`src/sv/hashed_token_scanner_macros.svh`:
```
// Assertion macros used by the token scanner scan core.
`ifndef HASHED_TOKEN_SCANNER_MACROS_SVH
`define HASHED_TOKEN_SCANNER_MACROS_SVH

// Same-cycle implication, checked out of reset.
`define HTS_ASSERT_NOW(lbl, ante, cons, msg) \
  lbl: assert property (@(posedge clk) disable iff (!rst_n) (ante) |-> (cons)) \
    else $error(msg);

// Next-cycle implication, checked out of reset.
`define HTS_ASSERT_NEXT(lbl, ante, cons, msg) \
  lbl: assert property (@(posedge clk) disable iff (!rst_n) (ante) |=> (cons)) \
    else $error(msg);

`endif

```
`src/sv/hts_pkg.sv`:
```
// Package: types and constants of the hashed token scanner.
`default_nettype none
package hts_pkg;

  localparam int unsigned HTS_MAX_DEPTH_DEF = 15;

  localparam logic [7:0]  SEP_MAX     = 8'd32;
  localparam logic [7:0]  SEMI_BYTE   = 8'h3b;
  localparam logic [7:0]  NL_BYTE     = 8'd10;
  localparam logic [7:0]  ZERO_BYTE   = 8'h30;
  localparam logic [7:0]  NINE_BYTE   = 8'h39;
  localparam logic [15:0] LINE_MARK   = 16'h2f2f;
  localparam logic [15:0] OPEN_MARK   = 16'h2f2a;
  localparam logic [15:0] CALL_MARK   = 16'h2829;
  localparam logic [15:0] CLOSE_HASH  = 16'd65475;

  typedef struct packed {
    logic [15:0] token_value;
    logic        is_number;
    logic        is_call;
  } token_t;

  typedef struct packed {
    logic       valid;
    logic [7:0] char_byte;
  } step_t;

  typedef struct packed {
    logic   valid;
    token_t tok;
  } result_t;

endpackage
`default_nettype wire

```
`src/sv/hts_ifs.sv`:
```
// Interfaces: input byte channel and token result channel.
`default_nettype none
interface hts_in_if;
  logic       valid;
  logic       ready;
  logic [7:0] char_byte;

  modport source (output valid, output char_byte, input ready);
  modport sink   (input valid, input char_byte, output ready);
endinterface

interface hts_out_if;
  logic        valid;
  logic        ready;
  logic [15:0] token_value;
  logic        is_number;
  logic        is_call;

  modport source (output valid, output token_value, output is_number, output is_call,
                  input ready);
  modport sink   (input valid, input token_value, input is_number, input is_call,
                  output ready);
endinterface
`default_nettype wire

```
`src/sv/hts_in_reg.sv`:
```
// Input register: holds one accepted source byte for the scan step.
`default_nettype none
module hts_in_reg (
  input  wire logic        clk,
  input  wire logic        rst_n,
  hts_in_if.sink           in_chan,
  input  wire logic        take,
  output hts_pkg::step_t   step
);
  import hts_pkg::*;

  logic       valid_r;
  logic       valid_nxt;
  logic [7:0] byte_r;
  logic       load;

  assign in_chan.ready = !valid_r || take;
  assign load          = in_chan.valid && in_chan.ready;

  always_comb begin
    priority if (load) begin
      valid_nxt = 1'b1;
    end else if (take) begin
      valid_nxt = 1'b0;
    end else begin
      valid_nxt = valid_r;
    end
  end

  always_ff @(posedge clk) begin
    if (!rst_n) begin
      valid_r <= 1'b0;
    end else begin
      valid_r <= valid_nxt;
    end
  end

  always_ff @(posedge clk) begin
    if (load) begin
      byte_r <= in_chan.char_byte;
    end
  end

  assign step.valid     = valid_r;
  assign step.char_byte = byte_r;

endmodule
`default_nettype wire

```
`src/sv/hts_scan_core.sv`:
```
// Scan core: token state, hash update and comment tracking per byte.
`default_nettype none
`include "hashed_token_scanner_macros.svh"
module hts_scan_core #(
  parameter int unsigned MAX_COMMENT_DEPTH = hts_pkg::HTS_MAX_DEPTH_DEF
) (
  input  wire logic        clk,
  input  wire logic        rst_n,
  input  wire hts_pkg::step_t step,
  input  wire logic        space,
  output logic             take,
  output hts_pkg::result_t res
);
  import hts_pkg::*;

  localparam int unsigned DEPTH_W = $clog2(MAX_COMMENT_DEPTH + 1);
  localparam logic [DEPTH_W-1:0] DEPTH_MAX = DEPTH_W'(MAX_COMMENT_DEPTH);

  typedef enum logic [1:0] {
    PH_SKIP  = 2'd0,
    PH_TOKEN = 2'd1,
    PH_LINE  = 2'd2
  } phase_t;

  phase_t             phase_r, phase_nxt;
  logic [15:0]        hash_r, hash_nxt;
  logic [15:0]        last_r, last_nxt;
  logic               fdig_r, fdig_nxt;
  logic [DEPTH_W-1:0] depth_r, depth_nxt;
  logic               emit;

  assign take = step.valid && space;

  always_comb begin
    logic [7:0] c;
    logic       semi;
    logic       sep;
    logic       start;
    logic [7:0] sc;
    c         = step.char_byte;
    semi      = (c == SEMI_BYTE);
    sep       = (c <= SEP_MAX) || semi;
    start     = 1'b0;
    sc        = c;
    phase_nxt = phase_r;
    hash_nxt  = hash_r;
    last_nxt  = last_r;
    fdig_nxt  = fdig_r;
    depth_nxt = depth_r;
    emit      = 1'b0;
    unique case (phase_r)
      PH_LINE: begin
        if (c == NL_BYTE) begin
          phase_nxt = PH_SKIP;
        end
      end
      PH_TOKEN: begin
        if (sep) begin
          phase_nxt = PH_SKIP;
          priority if (last_r == LINE_MARK) begin
            phase_nxt = PH_LINE;
          end else if (last_r == OPEN_MARK) begin
            if (depth_r < DEPTH_MAX) begin
              depth_nxt = depth_r + DEPTH_W'(1);
            end
          end else if (depth_r != '0) begin
            if (hash_r == CLOSE_HASH) begin
              depth_nxt = depth_r - DEPTH_W'(1);
            end
          end else begin
            emit = 1'b1;
          end
          start = semi && (last_r != LINE_MARK);
        end else begin
          last_nxt = {last_r[7:0], c};
          hash_nxt = (hash_r << 3) + (hash_r << 1) + {8'd0, c} - {8'd0, ZERO_BYTE};
        end
      end
      default: begin
        start = !(c <= SEP_MAX);
      end
    endcase
    if (start) begin
      phase_nxt = PH_TOKEN;
      last_nxt  = {8'd0, sc};
      hash_nxt  = {8'd0, sc} - {8'd0, ZERO_BYTE};
      fdig_nxt  = (sc >= ZERO_BYTE) && (sc <= NINE_BYTE);
    end
  end

  always_ff @(posedge clk) begin
    if (!rst_n) begin
      phase_r <= PH_SKIP;
      hash_r  <= '0;
      last_r  <= '0;
      fdig_r  <= 1'b0;
      depth_r <= '0;
    end else if (take) begin
      phase_r <= phase_nxt;
      hash_r  <= hash_nxt;
      last_r  <= last_nxt;
      fdig_r  <= fdig_nxt;
      depth_r <= depth_nxt;
    end
  end

  assign res.valid           = take && emit;
  assign res.tok.token_value = hash_r;
  assign res.tok.is_number   = fdig_r;
  assign res.tok.is_call     = (last_r == CALL_MARK);

  `HTS_ASSERT_NOW(a_depth_bound, 1'b1, depth_r <= DEPTH_MAX, "comment depth above maximum")
  `HTS_ASSERT_NOW(a_emit_outside, res.valid, depth_r == '0 && phase_r == PH_TOKEN, "comment emit")
  `HTS_ASSERT_NEXT(a_emit_phase, res.valid, phase_r != PH_LINE, "line comment after emit")

endmodule
`default_nettype wire

```
`src/sv/hts_out_reg.sv`:
```
// Output register: holds one finished token until the receiver takes it.
`default_nettype none
module hts_out_reg (
  input  wire logic        clk,
  input  wire logic        rst_n,
  input  wire hts_pkg::result_t res,
  output logic             space,
  hts_out_if.source        out_chan
);
  import hts_pkg::*;

  logic   valid_r;
  logic   valid_nxt;
  token_t tok_r;

  assign space = !valid_r || out_chan.ready;

  always_comb begin
    priority if (res.valid) begin
      valid_nxt = 1'b1;
    end else if (out_chan.ready) begin
      valid_nxt = 1'b0;
    end else begin
      valid_nxt = valid_r;
    end
  end

  always_ff @(posedge clk) begin
    if (!rst_n) begin
      valid_r <= 1'b0;
    end else begin
      valid_r <= valid_nxt;
    end
  end

  always_ff @(posedge clk) begin
    if (res.valid) begin
      tok_r <= res.tok;
    end
  end

  assign out_chan.valid       = valid_r;
  assign out_chan.token_value = tok_r.token_value;
  assign out_chan.is_number   = tok_r.is_number;
  assign out_chan.is_call     = tok_r.is_call;

endmodule
`default_nettype wire

```
`src/sv/hashed_token_scanner.sv`:
```
// Top level: byte-serial token scanner with hashing and comment skipping.
// Usage:
//   in_chan takes one raw source byte per item (valid/ready). Bytes of 32
//   or less end a token; a semicolon ends one and starts a new ';' token.
//   out_chan gives one item per finished token outside comments: its hash,
//   whether it starts with a digit and whether it ends in "()".
//   Path: an accepted byte waits in the input register and is scanned from
//   there; a token it finishes is registered in the output register for out_chan.
//   Throughput: one byte per cycle unless the stall below holds, set by
//   the single scan step between the input register and the output register.
//   Stall: while a token waits on out_chan and ready is low, the scan step
//   holds; an empty input register still takes one byte, then in_chan.ready
//   stays low until the receiver takes the waiting token.
//   Reset (rst_n low, synchronous): both registers empty, scanner skipping
//   separators, comment depth zero. A token unfinished at end of stream
//   is never emitted.
`default_nettype none
module hashed_token_scanner #(
  parameter int unsigned MAX_COMMENT_DEPTH = hts_pkg::HTS_MAX_DEPTH_DEF
) (
  input  wire logic clk,
  input  wire logic rst_n,
  hts_in_if.sink    in_chan,
  hts_out_if.source out_chan
);
  import hts_pkg::*;

  step_t   step;
  result_t res;
  logic    take;
  logic    space;

  hts_in_reg u_in_reg (
    .clk     (clk),
    .rst_n   (rst_n),
    .in_chan (in_chan),
    .take    (take),
    .step    (step)
  );

  hts_scan_core #(
    .MAX_COMMENT_DEPTH (MAX_COMMENT_DEPTH)
  ) u_scan_core (
    .clk   (clk),
    .rst_n (rst_n),
    .step  (step),
    .space (space),
    .take  (take),
    .res   (res)
  );

  hts_out_reg u_out_reg (
    .clk      (clk),
    .rst_n    (rst_n),
    .res      (res),
    .space    (space),
    .out_chan (out_chan)
  );

endmodule
`default_nettype wire

```
`src/flat_wrapper.sv`:
```
// flat-port wrapper written by rule: the top's interface ports become plain ports
module hashed_token_scanner_flat import hts_pkg::*;
#(
  parameter int unsigned MAX_COMMENT_DEPTH = hts_pkg::HTS_MAX_DEPTH_DEF
)
  (clk, rst_n, in_chan_valid, in_chan_char_byte, in_chan_ready, out_chan_valid, out_chan_token_value, out_chan_is_number, out_chan_is_call, out_chan_ready);
  hts_in_if in_chan_i ();
  hts_out_if out_chan_i ();
  input  wire logic clk;
  input  wire logic rst_n;
  input wire logic [$bits(in_chan_i.valid)-1:0] in_chan_valid;
  input wire logic [$bits(in_chan_i.char_byte)-1:0] in_chan_char_byte;
  output wire logic [$bits(in_chan_i.ready)-1:0] in_chan_ready;
  output wire logic [$bits(out_chan_i.valid)-1:0] out_chan_valid;
  output wire logic [$bits(out_chan_i.token_value)-1:0] out_chan_token_value;
  output wire logic [$bits(out_chan_i.is_number)-1:0] out_chan_is_number;
  output wire logic [$bits(out_chan_i.is_call)-1:0] out_chan_is_call;
  input wire logic [$bits(out_chan_i.ready)-1:0] out_chan_ready;
  assign in_chan_i.valid = in_chan_valid;
  assign in_chan_i.char_byte = in_chan_char_byte;
  assign in_chan_ready = in_chan_i.ready;
  assign out_chan_valid = out_chan_i.valid;
  assign out_chan_token_value = out_chan_i.token_value;
  assign out_chan_is_number = out_chan_i.is_number;
  assign out_chan_is_call = out_chan_i.is_call;
  assign out_chan_i.ready = out_chan_ready;
  hashed_token_scanner #(.MAX_COMMENT_DEPTH(MAX_COMMENT_DEPTH)) u_core (.clk(clk), .rst_n(rst_n), .in_chan(in_chan_i), .out_chan(out_chan_i));
endmodule
```
`config.mk`:
```
export PLATFORM = sky130hd
export DESIGN_NAME = hashed_token_scanner_flat
export DESIGN_NICKNAME = d
export VERILOG_FILES = /design/src/sv/hts_pkg.sv /design/src/sv/hts_ifs.sv /design/src/sv/hts_in_reg.sv /design/src/sv/hts_scan_core.sv /design/src/sv/hts_out_reg.sv /design/src/sv/hashed_token_scanner.sv /design/src/flat_wrapper.sv
export VERILOG_INCLUDE_DIRS = /design/src /design/src/sv
export SDC_FILE = /design/constraint.sdc
export NUM_CORES = 1
export LEC_CHECK = 0
export BUFFER_PORTS_ARGS = -buffer_cell sky130_fd_sc_hd__buf_4
export CELL_PAD_IN_SITES_DETAIL_PLACEMENT = 1
export CELL_PAD_IN_SITES_GLOBAL_PLACEMENT = 1
export CORE_MARGIN = 8
export CORE_UTILIZATION = 40
export DETAILED_ROUTE_END_ITERATION = 7
export GPL_TIMING_DRIVEN = 0
export PLACE_DENSITY_LB_ADDON = 0.1
export SYNTH_ARGS = -nofsm -noshare
export SYNTH_HDL_FRONTEND = slang
export SYNTH_SLANG_ARGS = --single-unit
```
`constraint.sdc`:
```
create_clock -name clk -period 4.3 [get_ports clk]
set_clock_uncertainty 0.2 [all_clocks]
set_input_delay 0 -clock clk [delete_from_list [all_inputs] [get_ports clk]]
set_output_delay 0 -clock clk [all_outputs]
set_load 0.05 [all_outputs]
```
; Yosys cells after proc, flatten, opt, wreduce, memory -nomap -nowiden
; Index checks and enable logic that the tools add are counted.
[classes]
shifts = 0
n_mux = 26
div = 0
addsub = 6
bitwise_logic = 1
mul = 0
n_reduce_logical = 22
n_lt_le_gt_ge = 4
n_eq_ne = 13
[ops]
columns = op, n
row1 = 16-bit two-way mux, 6
row2 = 16-bit by 14-bit == test with 1-bit output (second input constant), 3
row3 = 16-bit adder, 1
row4 = 16-bit by 8-bit adder with 16-bit output, 1
row5 = 16-bit == test (second input constant), 1
row6 = 8-bit by 6-bit <= comparator with 1-bit output (second input constant), 2
row7 = 4-bit two-way mux, 4
row8 = 16-bit by 14-bit inequality test with 1-bit output (second input constant), 1
row9 = 16-bit by 6-bit subtractor with 16-bit output (second input constant), 1
row10 = 1-bit two-way mux, 10
row11 = 2-bit nonzero test, 5
row12 = 8-bit by 6-bit subtractor with 9-bit output (second input constant), 1
row13 = 8-bit by 4-bit == test with 1-bit output (second input constant), 1
row14 = 8-bit by 6-bit == test with 1-bit output (second input constant), 1
row15 = 8-bit by 6-bit >= comparator with 1-bit output (second input constant), 1
row16 = 2-bit two-way mux, 4
row17 = 7-bit AND reduction, 1
row18 = 3-bit inequality test (second input constant), 2
row19 = 1-bit logical AND, 5
row20 = 4-bit by 1-bit adder with 4-bit output (second input constant), 1
row21 = 4-bit less-than comparator (second input constant), 1
row22 = 2-bit by 1-bit inequality test with 1-bit output (second input constant), 2
row23 = 2-bit case mux with 2 select lines, 1
row24 = 4-bit AND reduction, 1
row25 = other kinds (11), 15
[word_totals]
wordCells = 83
latch_bits = 0
mem_bits_rw = 0
ff_bits = 67
romBits = 0
memories = 0

; Depth between registers and ports, before layout
; Gate-level depths: netlist of run 1.
[logic_depth]
word_depth = 8
ltp_mapped = 13

; Modules after synthesis
; From an unflattened synthesis of run 1, not the netlist that was laid out.
[unflattened]
cells_unflattened = 397
hier_area_um2 = 4000.1
[by_module_without_submodules]
columns = mod, area_each_um2, cells_each, n_inst
row1 = hts_scan_core, 3105.5, 361, 1
row2 = hts_out_reg, 589.3, 22, 1
row3 = hts_in_reg, 305.3, 14, 1

; Worst setup path before layout of run 1
; Ideal clock, no wire load.
[synth_path]
kind = flip-flop to flip-flop
start = reg u_core.u_scan_core.hash_r[0]
end = reg u_core.u_scan_core.hash_r[13]
path_slack_ns = 0.963
setup_ns = 0.118
t_arrival_ns = 3.019
path_stages_with_launch = 13
path_cell_list = dfxtp_1 > inv_1 > fa_1 > inv_1 > ha_1 > ha_1 > fa_1 > a211oi_1 > nor2_1 > a311o_1 > a21oi_1 > xor2_1 > o21ai_1
[synth_between]
elab_chain_cells = 6
[synth_lines]
columns = element, line_no
row1 = "start, declared", hts_scan_core.sv:26  ; logic [15:0] hash_r, hash_nxt;
row2 = "start signal, assigned", hts_scan_core.sv:100  ; hash_r <= hash_nxt;
row3 = 16-bit adder, hts_scan_core.sv:76  ; hash_nxt = (hash_r << 3) + (hash_r << 1) + {8'd0, c} - {8'd0, ZERO_BYTE};
row4 = 16-bit by 8-bit adder with 16-bit output, hts_scan_core.sv:76
row5 = 16-bit by 6-bit subtractor with 16-bit output, hts_scan_core.sv:76
row6 = 16-bit two-way mux, hts_scan_core.sv:58  ; if (sep) begin
row7 = 16-bit two-way mux, hts_scan_core.sv:51  ; unique case (phase_r)
row8 = 16-bit two-way mux, hts_scan_core.sv:83  ; if (start) begin
; No other way between the ends. The select of a mux whose other input is x is not followed.
; A chain may end at the register's enable or synchronous reset.

; Worst setup path in the final report of run 1
; Same ends and word-level chain as after synthesis.

==> impl_metrics.py, run 1 <==
metrics = {
    "status": {
        "outcome": "finished clean",
    },
    "setup_path": {
        "crit_arrival_ps": 4030,
        "critPathCaptureType": "flop",
        "critical_path.max_stage_delay_ps": 560,
        "critical_path_cell_with_the_highest_stage_delay": "fa_1",
        "worst_path_maximum_fanout": 8,
        "r2r_setup_slack_ps": 310,
        "crit_chain": "inv_1 > fa_1 > inv_1 > ha_1 > ha_1 > fa_1 > a211oi_1 > nor2_1 > a311o_1 > a21oi_1 > xor2_1 > o21ai_1",
        "timing.rr.end": "u_core.u_scan_core.hash_r[13]",
        "worstRegToRegCells": 12,
        "r2r-start": "u_core.u_scan_core.hash_r[0]",
        "worstSetupPathType": "reg -> reg",
        "critical_path_required_ps": 4340,
        "startpoint_type": "flop",
    },
    "pwr": {
        "clock_power_share": 0.247,
        "power.share.switching": 0.370,
        "combinational_share_of_power": 0.364,
        "sequentialPowerShare": 0.389,
        "power-per-cell-area_mw_per_mm2": 382,
        "total_switching_power_w": 0.000675,
        "power.ir.vdd_worst_v": 0.000161,
        "post-layout-total-power_w": 0.00182,
        "power.static_leakage_nw": 1.92,
        "internal_power_w": 0.00115,
    },
    "clock_network": {
        "h-tree-depth": 3,
        "max_clock_buf_depth": 2,
        "clock-root-buffer": "clkbuf_8",
        "cts_tree": "yes",
        "cts_inserted_buffers": 9,
        "cts.sink_count": 66,
        "worst_skew_pair.late_latency_ps": 350,
        "cts_resized": 0,
        "post-cts-setup-buffers": 0,
        "clock_input_transition_at_the_sequential_cells_of_the_worst_setup_and_hold_paths_ps": 80,
    },
    "routing": {
        "routed_wire_length_um": 10900,
        "drt_first_iter_violations": 137,
        "drc_violation_count_after_routing": 0,
        "drt-wirelength-per-cell_um": 17.4,
        "vias": 3295,
        "dr.pass1.iters": 4,
        "route.antenna.remaining_nets": 0,
        "post_drt_via_cell_ratio": 5.26,
    },
    "placed_design": {
        "pre_cts_slack_ps": 341,
        "gp_congestion": 0.807,
        "port_buffers": 30,
        "dp_hpwl_um": 8490,
    },
    "finish": {
        "layout.core_utilization": 0.471,
        "flow.area_growth_from_synthesis_pct": 16.6,
        "design.final.nets": 545,
        "drive_gt1_frac": 0.139,
        "final.fill_count": 1172,
        "leading_cell_type_in_the_layout_fill_and_taps_excluded": "inv_1",
        "antenna_cells_inserted": 0,
        "mostFrequentLayoutCells": "47 x inv_1, 41 x ha_1, 40 x dfxtp_1",
    },
    "sta": {
        "timing.final.setup_violations": 0,
        "max_freq_mhz": 251,
        "final.setup.tns_ps": 0,
        "final_period_minus_worst_setup_slack_ps": 3990,
        "hold_viol_final": 0,
        "finalCritPeriodShare": 0.927,
        "maxSlewHeadroom": 0.501,
        "post-route-worst-setup-slack_ps": 314,
        "max_slew_violation_total_from_the_final_report": 0,
        "tightestPinTransition_ps": 747,
        "setup_repair_after_global_routing_missed_its_margin": "false",
        "timing.hold.ws_ps": 172,
    },
    "floorplanning": {
        "fp-row-count": 37,
        "die_footprint_mm2": 0.0137,
        "core_region_area_mm2": 0.0101,
        "floorplan.die.height_um": 117,
        "pin_count": 32,
        "start_util": 0.404,
        "chip_width_um": 117,
    },
    "worst_hold_path": {
        "hold_crit_start": "in_chan_char_byte[7]",
        "count_of_cells_along_the_worst_hold_path": 2,
        "hold_end": "u_core.u_in_reg.byte_r[7]",
        "hold_class": "in -> reg",
    },
    "yosys": {
        "synth_edf_count": 26,
        "synthCells": 432,
        "synth_area_mm2": 0.00409,
        "yosys_most_used_dff": "dfxtp_1",
        "yosys_warnings": 0,
        "synth-async-reset-ratio": 0,
        "avgSynthCellArea_um2": 9.47,
        "yosysUniqueCellTypes": 63,
        "synth-seq-area-share": 0.386,
        "postSynthRegisterBits": 66,
        "mappedNetlistNets": 492,
    },
    "global_route": {
        "grt_max_degree": 19,
        "overflow": 0,
        "gr-usage-all-layers": 0.173,
        "grt_pass1_vias": 3445,
        "grt_pass1_wl_um": 17900,
        "grt_antenna_before_repair": 0,
    },
    "job": {
        "drv_cap": 0,
    },
}
-- repair_timing --
item | in CTS | in global routing
endpoints found under the hold margin | 13 | 0
hold buffers | 12 | 0
endpoints found under the setup margin | 0 | 0
-- cell families (layout without fill, tap and decap cells) --
| logic type | after synthesis | in the layout | share of synthesized area |
|---|---|---|---|
| DFF | 66 | 66 | 0.386 |
| AOI/OAI and AO/OA | 103 | 103 | 0.162 |
| muxes | 7 | 7 | 0.0177 |
| buffers and inverters | 65 | 123 | 0.0682 |
| adders and majority gates | 48 | 48 | 0.160 |
| xor gates and xnor gates | 14 | 14 | 0.0300 |
| and+or+nand+nor | 129 | 129 | 0.176 |
-- layer usage --
layer,vias to the layer above,share of wire,track usage
met5,-,0,0
li1,1644,-,-
met2,60,0.48,0.290
met3,9,0.037,0.0416
met1,1582,0.47,0.216
met4,0,0.013,0.0486
-- worst max path at each step --
| stage | startpoint | end | slack (ps) | cells after the start |
|---|---|---|---|---|
| 6_report | u_core.u_scan_core.hash_r[0] | u_core.u_scan_core.hash_r[13] | 310 | 12 |
| 5_1_grt | u_core.u_scan_core.hash_r[0] | u_core.u_scan_core.hash_r[12] | 130 | 11 |
| 4_1_cts | u_core.u_scan_core.hash_r[0] | u_core.u_scan_core.hash_r[13] | 330 | 12 |
| 3_5_place_dp | u_core.u_scan_core.hash_r[0] | u_core.u_scan_core.hash_r[13] | 340 | 12 |
| 3_3_place_gp | u_core.u_scan_core.hash_r[0] | u_core.u_scan_core.hash_r[12] | 380 | 11 |
| 2_1_floorplan | u_core.u_scan_core.hash_r[0] | u_core.u_scan_core.hash_r[13] | 960 | 12 |
-- per-stage QoR --
stage | instance area (um2) | cells
after floorplan | 4090 | 432
after global placement | 4490 | 598
after detailed placement | 4490 | 598
after CTS | 4770 | 626
after global routing | 4770 | 626
final | 4770 | 626
-- flip-flops by register name, summed over array words and instances (netlist names) --
name and count:
u_core.u_scan_core.fdig_r 1, u_core.u_out_reg.out_chan.valid 1, u_core.u_out_reg.out_chan.is_call 1, u_core.u_in_reg.byte_r 8, u_core.u_scan_core.hash_r 16, u_core.u_scan_core.depth_r 4, u_core.u_out_reg.out_chan.token_value 16, u_core.u_scan_core.last_r 15
u_core.u_in_reg.valid_r 1, u_core.u_scan_core.phase_r 2, u_core.u_out_reg.out_chan.is_number 1
-- power groups by stage --
stage	logic, W	registers, W	clock network [W]
2_1_floorplan	0.000482	0.000712	0
5_1_grt	0.000754	0.000713	0.000494
3_3_place_gp	0.000643	0.000722	0
3_5_place_dp	0.000657	0.000724	0
6_report	0.000663	0.000709	0.000450
4_1_cts	0.000670	0.000709	0.000466
-- cell usage after synthesis, drive strengths merged (5+ instances only) --
cell / count / area share
a21boi: 22 / 0.040
nor2: 19 / 0.020
nand2: 38 / 0.035
clkbuf: 7 / 0.0067
nand3: 20 / 0.024
nand4: 9 / 0.014
nor3: 6 / 0.010
o211ai: 5 / 0.0092
buf: 11 / 0.018
ha: 41 / 0.13
fa: 7 / 0.034
dfxtp: 40 / 0.20
a211oi: 5 / 0.010
edfxtp: 26 / 0.19
inv: 47 / 0.043
a21oi: 26 / 0.032
mux2i: 5 / 0.012
nor2b: 6 / 0.0092
o21ai: 25 / 0.031
xnor2: 10 / 0.021
-- final cells by class --
class | instances | area, um2 | area share
sequential | 66 | 1580 | 0.331
inverter | 47 | 176 | 0.0370
clock inverter | 6 | 35.0 | 0.00734
timing repair buffer | 42 | 345 | 0.0724
tap | 136 | 170 | 0.0357
multi-input combinational | 301 | 2230 | 0.468
buffer | 18 | 103 | 0.0215
clock buffer | 10 | 128 | 0.0268
-- critical path, delay by kind of cell (launching register included) --
| kind | cells | cell delay (ps) |
|---|---|---|
| simple gates | 1 | 130 |
| flops | 1 | 530 |
| xor+xnor | 1 | 300 |
| fa+ha+maj | 4 | 1540 |
| compound gates | 4 | 930 |
| buf+inv | 2 | 260 |
Power figures use the tool's default switching activity.
==> inputs of run 2 (changes only) <==
--- a/config.mk
+++ b/config.mk
@@ -9,11 +9,12 @@
 export BUFFER_PORTS_ARGS = -buffer_cell sky130_fd_sc_hd__buf_4
 export CELL_PAD_IN_SITES_DETAIL_PLACEMENT = 1
 export CELL_PAD_IN_SITES_GLOBAL_PLACEMENT = 1
+export CORE_ASPECT_RATIO = 0.8
 export CORE_MARGIN = 8
 export CORE_UTILIZATION = 40
 export DETAILED_ROUTE_END_ITERATION = 7
 export GPL_TIMING_DRIVEN = 0
-export PLACE_DENSITY_LB_ADDON = 0.1
+export PLACE_DENSITY = 0.67
 export SYNTH_ARGS = -nofsm -noshare
 export SYNTH_HDL_FRONTEND = slang
 export SYNTH_SLANG_ARGS = --single-unit
==> run 2 against run 1 <==
  * Combinational power about the same
  * Hold slack improved by 12 ps
  * Critical path type unchanged
  * Final area increased by 3.4%
  * Critical path depth decreased by 1
  * Core utilization increased by 1.7 points
  * Die area increased by 0.15%
  * Critical endpoint is now u_core.u_scan_core.hash_r[12]
  * Wire length increased by 1.5%
  * Largest power group is now clock
  * Via count increased by 1.9%
  * Clock-buffer cell count decreased by 1
  * Final cell count increased by 0.64%
  * Fmax decreased by 0.65%
==> impl_metrics.py, run 2 (synthesized netlist as in run 1, its figures left out) <==
metrics = {
    "clock_network": {
        "cts_tree": "yes",
        "max_clock_buf_depth": 2,
        "cts_inserted_buffers": 9,
        "clock_input_transition_at_the_sequential_cells_of_the_worst_setup_and_hold_paths_ps": 60,
        "cts.sink_count": 66,
        "cts_resized": 0,
        "clock-root-buffer": "clkbuf_16",
        "number_of_hold_buffers_added_after_cts": 12,
        "h-tree-depth": 3,
        "post-cts-setup-buffers": 0,
        "worst_skew_pair.late_latency_ps": 330,
    },
    "job": {
        "drv_cap": 0,
    },
    "placed_design": {
        "post_dp_cell_area_mm2": 0.00449,
        "port_buffers": 30,
        "post-place-cells": 602,
        "gp_congestion": 0.803,
        "dp_hpwl_um": 8480,
    },
    "sta": {
        "finalCritPeriodShare": 0.933,
        "setup_repair_after_global_routing_missed_its_margin": "false",
        "tightestPinTransition_ps": 775,
        "final.setup.tns_ps": 0,
        "maxSlewHeadroom": 0.483,
        "max_slew_violation_total_from_the_final_report": 0,
        "hold_viol_final": 0,
        "final_period_minus_worst_setup_slack_ps": 4010,
        "timing.hold.ws_ps": 184,
        "max_freq_mhz": 249,
        "timing.final.setup_violations": 0,
    },
    "setup_path": {
        "worst_path_maximum_fanout": 8,
        "r2r-start": "u_core.u_scan_core.hash_r[0]",
        "timing.rr.end": "u_core.u_scan_core.hash_r[12]",
        "startpoint_type": "flop",
        "critical_path.max_stage_delay_ps": 680,
        "critical_path_required_ps": 4320,
        "crit_arrival_ps": 4030,
        "critPathCaptureType": "flop",
        "worstRegToRegCells": 11,
        "crit_chain": "inv_1 > fa_1 > inv_1 > fa_1 > ha_1 > a211oi_1 > o21bai_1 > a2111oi_0 > o31ai_1 > xnor2_1 > o21ai_1",
        "critical_path_cell_with_the_highest_stage_delay": "a2111oi_0",
        "worstSetupPathType": "reg -> reg",
        "r2r_setup_slack_ps": 290,
    },
    "floorplanning": {
        "die_footprint_mm2": 0.0137,
        "fp-row-count": 33,
        "floorplan.die.height_um": 106,
        "chip_width_um": 129,
        "pin_count": 32,
        "core_region_area_mm2": 0.0101,
        "start_util": 0.405,
    },
    "worst_hold_path": {
        "hold_end": "u_core.u_in_reg.byte_r[6]",
        "hold_crit_start": "in_chan_char_byte[6]",
        "hold_class": "in -> reg",
        "count_of_cells_along_the_worst_hold_path": 2,
    },
    "global_route": {
        "top_usage_layer": "met2",
        "grt_pass1_wl_um": 18100,
        "m2_gr_usage": 0.265,
        "globalRouteMet3Util": 0.0385,
        "gr-usage-all-layers": 0.169,
        "global_route_met1_utilization": 0.227,
        "grt_max_degree": 19,
        "overflow": 0,
        "grt_pass1_vias": 3492,
        "grt_antenna_before_repair": 0,
    },
    "routing": {
        "drt_first_iter_violations": 137,
        "routed_wire_length_um": 11000,
        "drt-wirelength-per-cell_um": 17.5,
        "dr.pass1.iters": 4,
        "post_drt_via_cell_ratio": 5.33,
        "drc_violation_count_after_routing": 0,
        "route.antenna.remaining_nets": 0,
        "vias": 3357,
    },
    "status": {
        "outcome": "finished clean",
    },
    "pwr": {
        "power.ir.vdd_worst_v": 0.000219,
        "power-per-cell-area_mw_per_mm2": 436,
        "power.static_leakage_nw": 1.99,
    },
    "finish": {
        "drive_gt1_frac": 0.141,
        "layout.core_utilization": 0.488,
        "mostFrequentLayoutCells": "47 x inv_1, 41 x ha_1, 40 x dfxtp_1",
        "leading_cell_type_in_the_layout_fill_and_taps_excluded": "inv_1",
        "post_layout_instance_count_excluding_filler_cells": 630,
        "final_cell_area_mm2": 0.00493,
        "flow.area_growth_from_synthesis_pct": 20.5,
        "antenna_cells_inserted": 0,
        "design.final.nets": 545,
    },
}
-- run 2: final cells by class --
cell class	count	area, um2
flip-flops and latches	66	1580
multi-input cells	301	2230
inverters	47	176
clock inverters	7	93.8
repair buffers	42	345
fillers	1138	5180
well taps	140	175
clock buffers	9	225
plain buffers	18	103
-- run 2: stage by stage --
| step | setup WS (ps) | power (W) |
|---|---|---|
| floorplan | 963 | 0.00119 |
| global placement | 421 | 0.00136 |
| detailed placement | 407 | 0.00137 |
| CTS | 382 | 0.00217 |
| global route | 171 | 0.00227 |
| finish | 288 | 0.00215 |
-- run 2: how the worst max path moves through the flow --
stage,start,end,slack (ps),cells after the start
3_3_place_gp,u_core.u_scan_core.hash_r[0],u_core.u_scan_core.hash_r[12],420,11
4_1_cts,u_core.u_scan_core.hash_r[0],u_core.u_scan_core.hash_r[12],380,11
2_1_floorplan,u_core.u_scan_core.hash_r[0],u_core.u_scan_core.hash_r[13],960,12
6_report,u_core.u_scan_core.hash_r[0],u_core.u_scan_core.hash_r[12],290,11
5_1_grt,u_core.u_scan_core.hash_r[0],u_core.u_scan_core.hash_r[12],170,11
3_5_place_dp,u_core.u_scan_core.hash_r[0],u_core.u_scan_core.hash_r[12],410,11
-- run 2: routing by layer --
layer | vias up | part of all wire
li1 | 1639 | -
met1 | 1636 | 0.49
met2 | 70 | 0.45
met3 | 12 | 0.046
met4 | 0 | 0.011
met5 | - | 0
-- run 2: power breakdown --
| group | switching [W] | internal, W | total, W |
|---|---|---|---|
| registers | 0.0000329 | 0.000677 | 0.000710 |
| clock network | 0.000275 | 0.000506 | 0.000781 |
| logic | 0.000394 | 0.000268 | 0.000662 |
| total | 0.000702 | 0.00145 | 0.00215 |
-- run 2: worst max-delay path: cells and delay by family, from the launching register on --
family | cells | cell delay, ps
xor+xnor | 1 | 250
buf+inv | 2 | 300
compound gates | 5 | 1410
flops | 1 | 510
fa+ha+maj | 3 | 1240
==> inputs of run 3 (changes only) <==
--- a/config.mk
+++ b/config.mk
@@ -6,7 +6,7 @@
 export SDC_FILE = /design/constraint.sdc
 export NUM_CORES = 1
 export LEC_CHECK = 0
-export BUFFER_PORTS_ARGS = -buffer_cell sky130_fd_sc_hd__buf_4
+export BUFFER_PORTS_ARGS = -buffer_cell sky130_fd_sc_hd__buf_2
 export CELL_PAD_IN_SITES_DETAIL_PLACEMENT = 1
 export CELL_PAD_IN_SITES_GLOBAL_PLACEMENT = 1
 export CORE_ASPECT_RATIO = 0.8
@@ -15,6 +15,7 @@
 export DETAILED_ROUTE_END_ITERATION = 7
 export GPL_TIMING_DRIVEN = 0
 export PLACE_DENSITY = 0.67
+export SLEW_MARGIN = 20
 export SYNTH_ARGS = -nofsm -noshare
 export SYNTH_HDL_FRONTEND = slang
 export SYNTH_SLANG_ARGS = --single-unit
==> run 3 against run 2 <==
  * Highest routed layer unchanged
  * Hold slack lost 6.4 ps
  * Combinational power down 1%
  * First-iteration DRC count is 44% higher
  * Register-to-register slack improved by 60 ps
==> impl_metrics.py, run 3 (synthesized netlist as in run 1, its figures left out) <==
metrics = {
    "sta": {
        "tightestPinTransition_ps": 743,
        "max_slew_violation_total_from_the_final_report": 0,
        "max_freq_mhz": 253,
        "maxSlewHeadroom": 0.504,
        "final.setup.tns_ps": 0,
        "setup_repair_after_global_routing_missed_its_margin": "false",
        "finalCritPeriodShare": 0.920,
        "timing.final.setup_violations": 0,
        "post-route-worst-setup-slack_ps": 345,
        "hold_viol_final": 0,
        "final_period_minus_worst_setup_slack_ps": 3960,
        "timing.hold.ws_ps": 177,
    },
    "global_route": {
        "overflow": 0,
        "grt_pass1_vias": 3530,
        "grt_antenna_before_repair": 0,
        "grt_pass1_wl_um": 18100,
        "gr-usage-all-layers": 0.169,
        "grt_max_degree": 19,
    },
    "routing": {
        "routed_wire_length_um": 10800,
        "route.antenna.remaining_nets": 0,
        "post_drt_via_cell_ratio": 5.27,
        "drt_first_iter_violations": 197,
        "drc_violation_count_after_routing": 0,
        "dr.pass1.iters": 4,
        "vias": 3322,
        "drt-wirelength-per-cell_um": 17.1,
    },
    "setup_path": {
        "worstSetupPathType": "reg -> reg",
        "startpoint_type": "flop",
        "crit_chain": "inv_1 > fa_1 > inv_1 > fa_1 > ha_1 > a211oi_1 > o21bai_1 > a2111oi_0 > o31ai_1 > xnor2_1 > o21ai_1",
        "worst_path_maximum_fanout": 8,
        "crit_arrival_ps": 3970,
        "critical_path.max_stage_delay_ps": 630,
        "critical_path_required_ps": 4310,
        "buffering_stage_count_on_the_worst_path_with_inverters_included": 2,
        "timing.rr.end": "u_core.u_scan_core.hash_r[12]",
        "r2r-start": "u_core.u_scan_core.hash_r[0]",
        "critical_path.top_delay_family": "compound AO/OA/AOI/OAI gates",
        "critical_path_cell_with_the_highest_stage_delay": "a2111oi_0",
        "worstRegToRegCells": 11,
        "critPathCaptureType": "flop",
        "r2r_setup_slack_ps": 340,
    },
    "finish": {
        "leading_cell_type_in_the_layout_fill_and_taps_excluded": "inv_1",
        "final.fill_count": 1193,
        "mostFrequentLayoutCells": "47 x inv_1, 41 x ha_1, 40 x dfxtp_1",
        "design.final.nets": 545,
        "antenna_cells_inserted": 0,
        "multi_input_comb_area_mm2": 0.00223,
        "flow.area_growth_from_synthesis_pct": 19.8,
        "seq_area_mm2": 0.00158,
        "drive_gt1_frac": 0.141,
        "post_layout_instance_count_excluding_filler_cells": 630,
    },
    "floorplanning": {
        "pin_count": 32,
        "fp-row-count": 33,
        "chip_width_um": 129,
        "floorplan.die.height_um": 106,
        "start_util": 0.405,
        "die_footprint_mm2": 0.0137,
        "core_region_area_mm2": 0.0101,
    },
    "status": {
        "outcome": "finished clean",
    },
    "clock_network": {
        "clock_input_transition_at_the_sequential_cells_of_the_worst_setup_and_hold_paths_ps": 60,
        "cts_inserted_buffers": 9,
        "clock-root-buffer": "clkbuf_16",
        "number_of_hold_buffers_added_after_cts": 12,
        "post-cts-setup-buffers": 0,
        "cts_resized": 0,
        "worst_skew_pair.late_latency_ps": 330,
        "max_clock_buf_depth": 2,
        "h-tree-depth": 3,
        "cts_tree": "yes",
        "cts.sink_count": 66,
    },
    "placed_design": {
        "post-place-cells": 602,
        "pre_cts_slack_ps": 410,
        "gp_congestion": 0.810,
        "dp_hpwl_um": 8400,
        "port_buffers": 30,
    },
    "worst_hold_path": {
        "hold_crit_start": "in_chan_char_byte[2]",
        "hold_end": "u_core.u_in_reg.byte_r[2]",
        "hold_class": "in -> reg",
        "count_of_cells_along_the_worst_hold_path": 2,
    },
    "pwr": {
        "power.ir.vdd_worst_v": 0.000284,
        "power-per-cell-area_mw_per_mm2": 461,
        "power.static_leakage_nw": 1.99,
    },
    "job": {
        "drv_cap": 0,
    },
}
==> run 3: worst max path at each step <==
stage | startpoint | endpoint | slack [ps] | cells after the start
after CTS | u_core.u_scan_core.hash_r[0] | u_core.u_scan_core.hash_r[12] | 390 | 11
after floorplan | u_core.u_scan_core.hash_r[0] | u_core.u_scan_core.hash_r[13] | 960 | 12
after detailed placement | u_core.u_scan_core.hash_r[0] | u_core.u_scan_core.hash_r[13] | 410 | 12
after global placement | u_core.u_scan_core.hash_r[0] | u_core.u_scan_core.hash_r[12] | 440 | 11
final | u_core.u_scan_core.hash_r[0] | u_core.u_scan_core.hash_r[12] | 340 | 11
after global routing | u_core.u_scan_core.hash_r[0] | u_core.u_scan_core.hash_r[12] | 60 | 11
==> run 3: report_power, final <==
part | leakage, nW | switching [W] | internal, W | total, W
logic | 1.24 | 0.000388 | 0.000266 | 0.000654
registers | 0.572 | 0.0000325 | 0.000677 | 0.000710
clock network | 0.176 | 0.000272 | 0.000624 | 0.000896
==> run 3: layout make-up <==
| cell class | instances | share of cell area |
|---|---|---|
| Multi-Input combinational cell | 301 | 0.455 |
| Tap cell | 140 | 0.0357 |
| Clock inverter | 7 | 0.0288 |
| Clock buffer | 9 | 0.0459 |
| Inverter | 47 | 0.0360 |
| Sequential cell | 66 | 0.322 |
| Buffer | 18 | 0.0209 |
| Timing Repair Buffer | 42 | 0.0551 |
==> run 3: stage by stage <==
step	instance area, um2	total power [W]	util
floorplan	4090	0.00119	-
global placement	4420	0.00135	0.437
detailed placement	4420	0.00137	0.437
CTS	4900	0.00228	0.485
global route	4900	0.00240	0.485
finish	4900	0.00226	0.485
==> run 3: worst register-to-register path, cell delays in order (launching register included) <==
cell and delay (ps):
dfxtp_1 500, inv_1 220, fa_1 440, inv_1 70, fa_1 460, ha_1 340
a211oi_1 270, o21bai_1 170, a2111oi_0 630, o31ai_1 180, xnor2_1 250, o21ai_1 110
==> run 3: per-layer routing <==
layer / routed length [um] / up-vias / track usage
met5: 0 / - / 0
met1: 5150 / 1600 / 0.226
met4: 123 / 0 / 0.0485
li1: - / 1647 / -
met3: 676 / 12 / 0.0470
met2: 4800 / 63 / 0.261
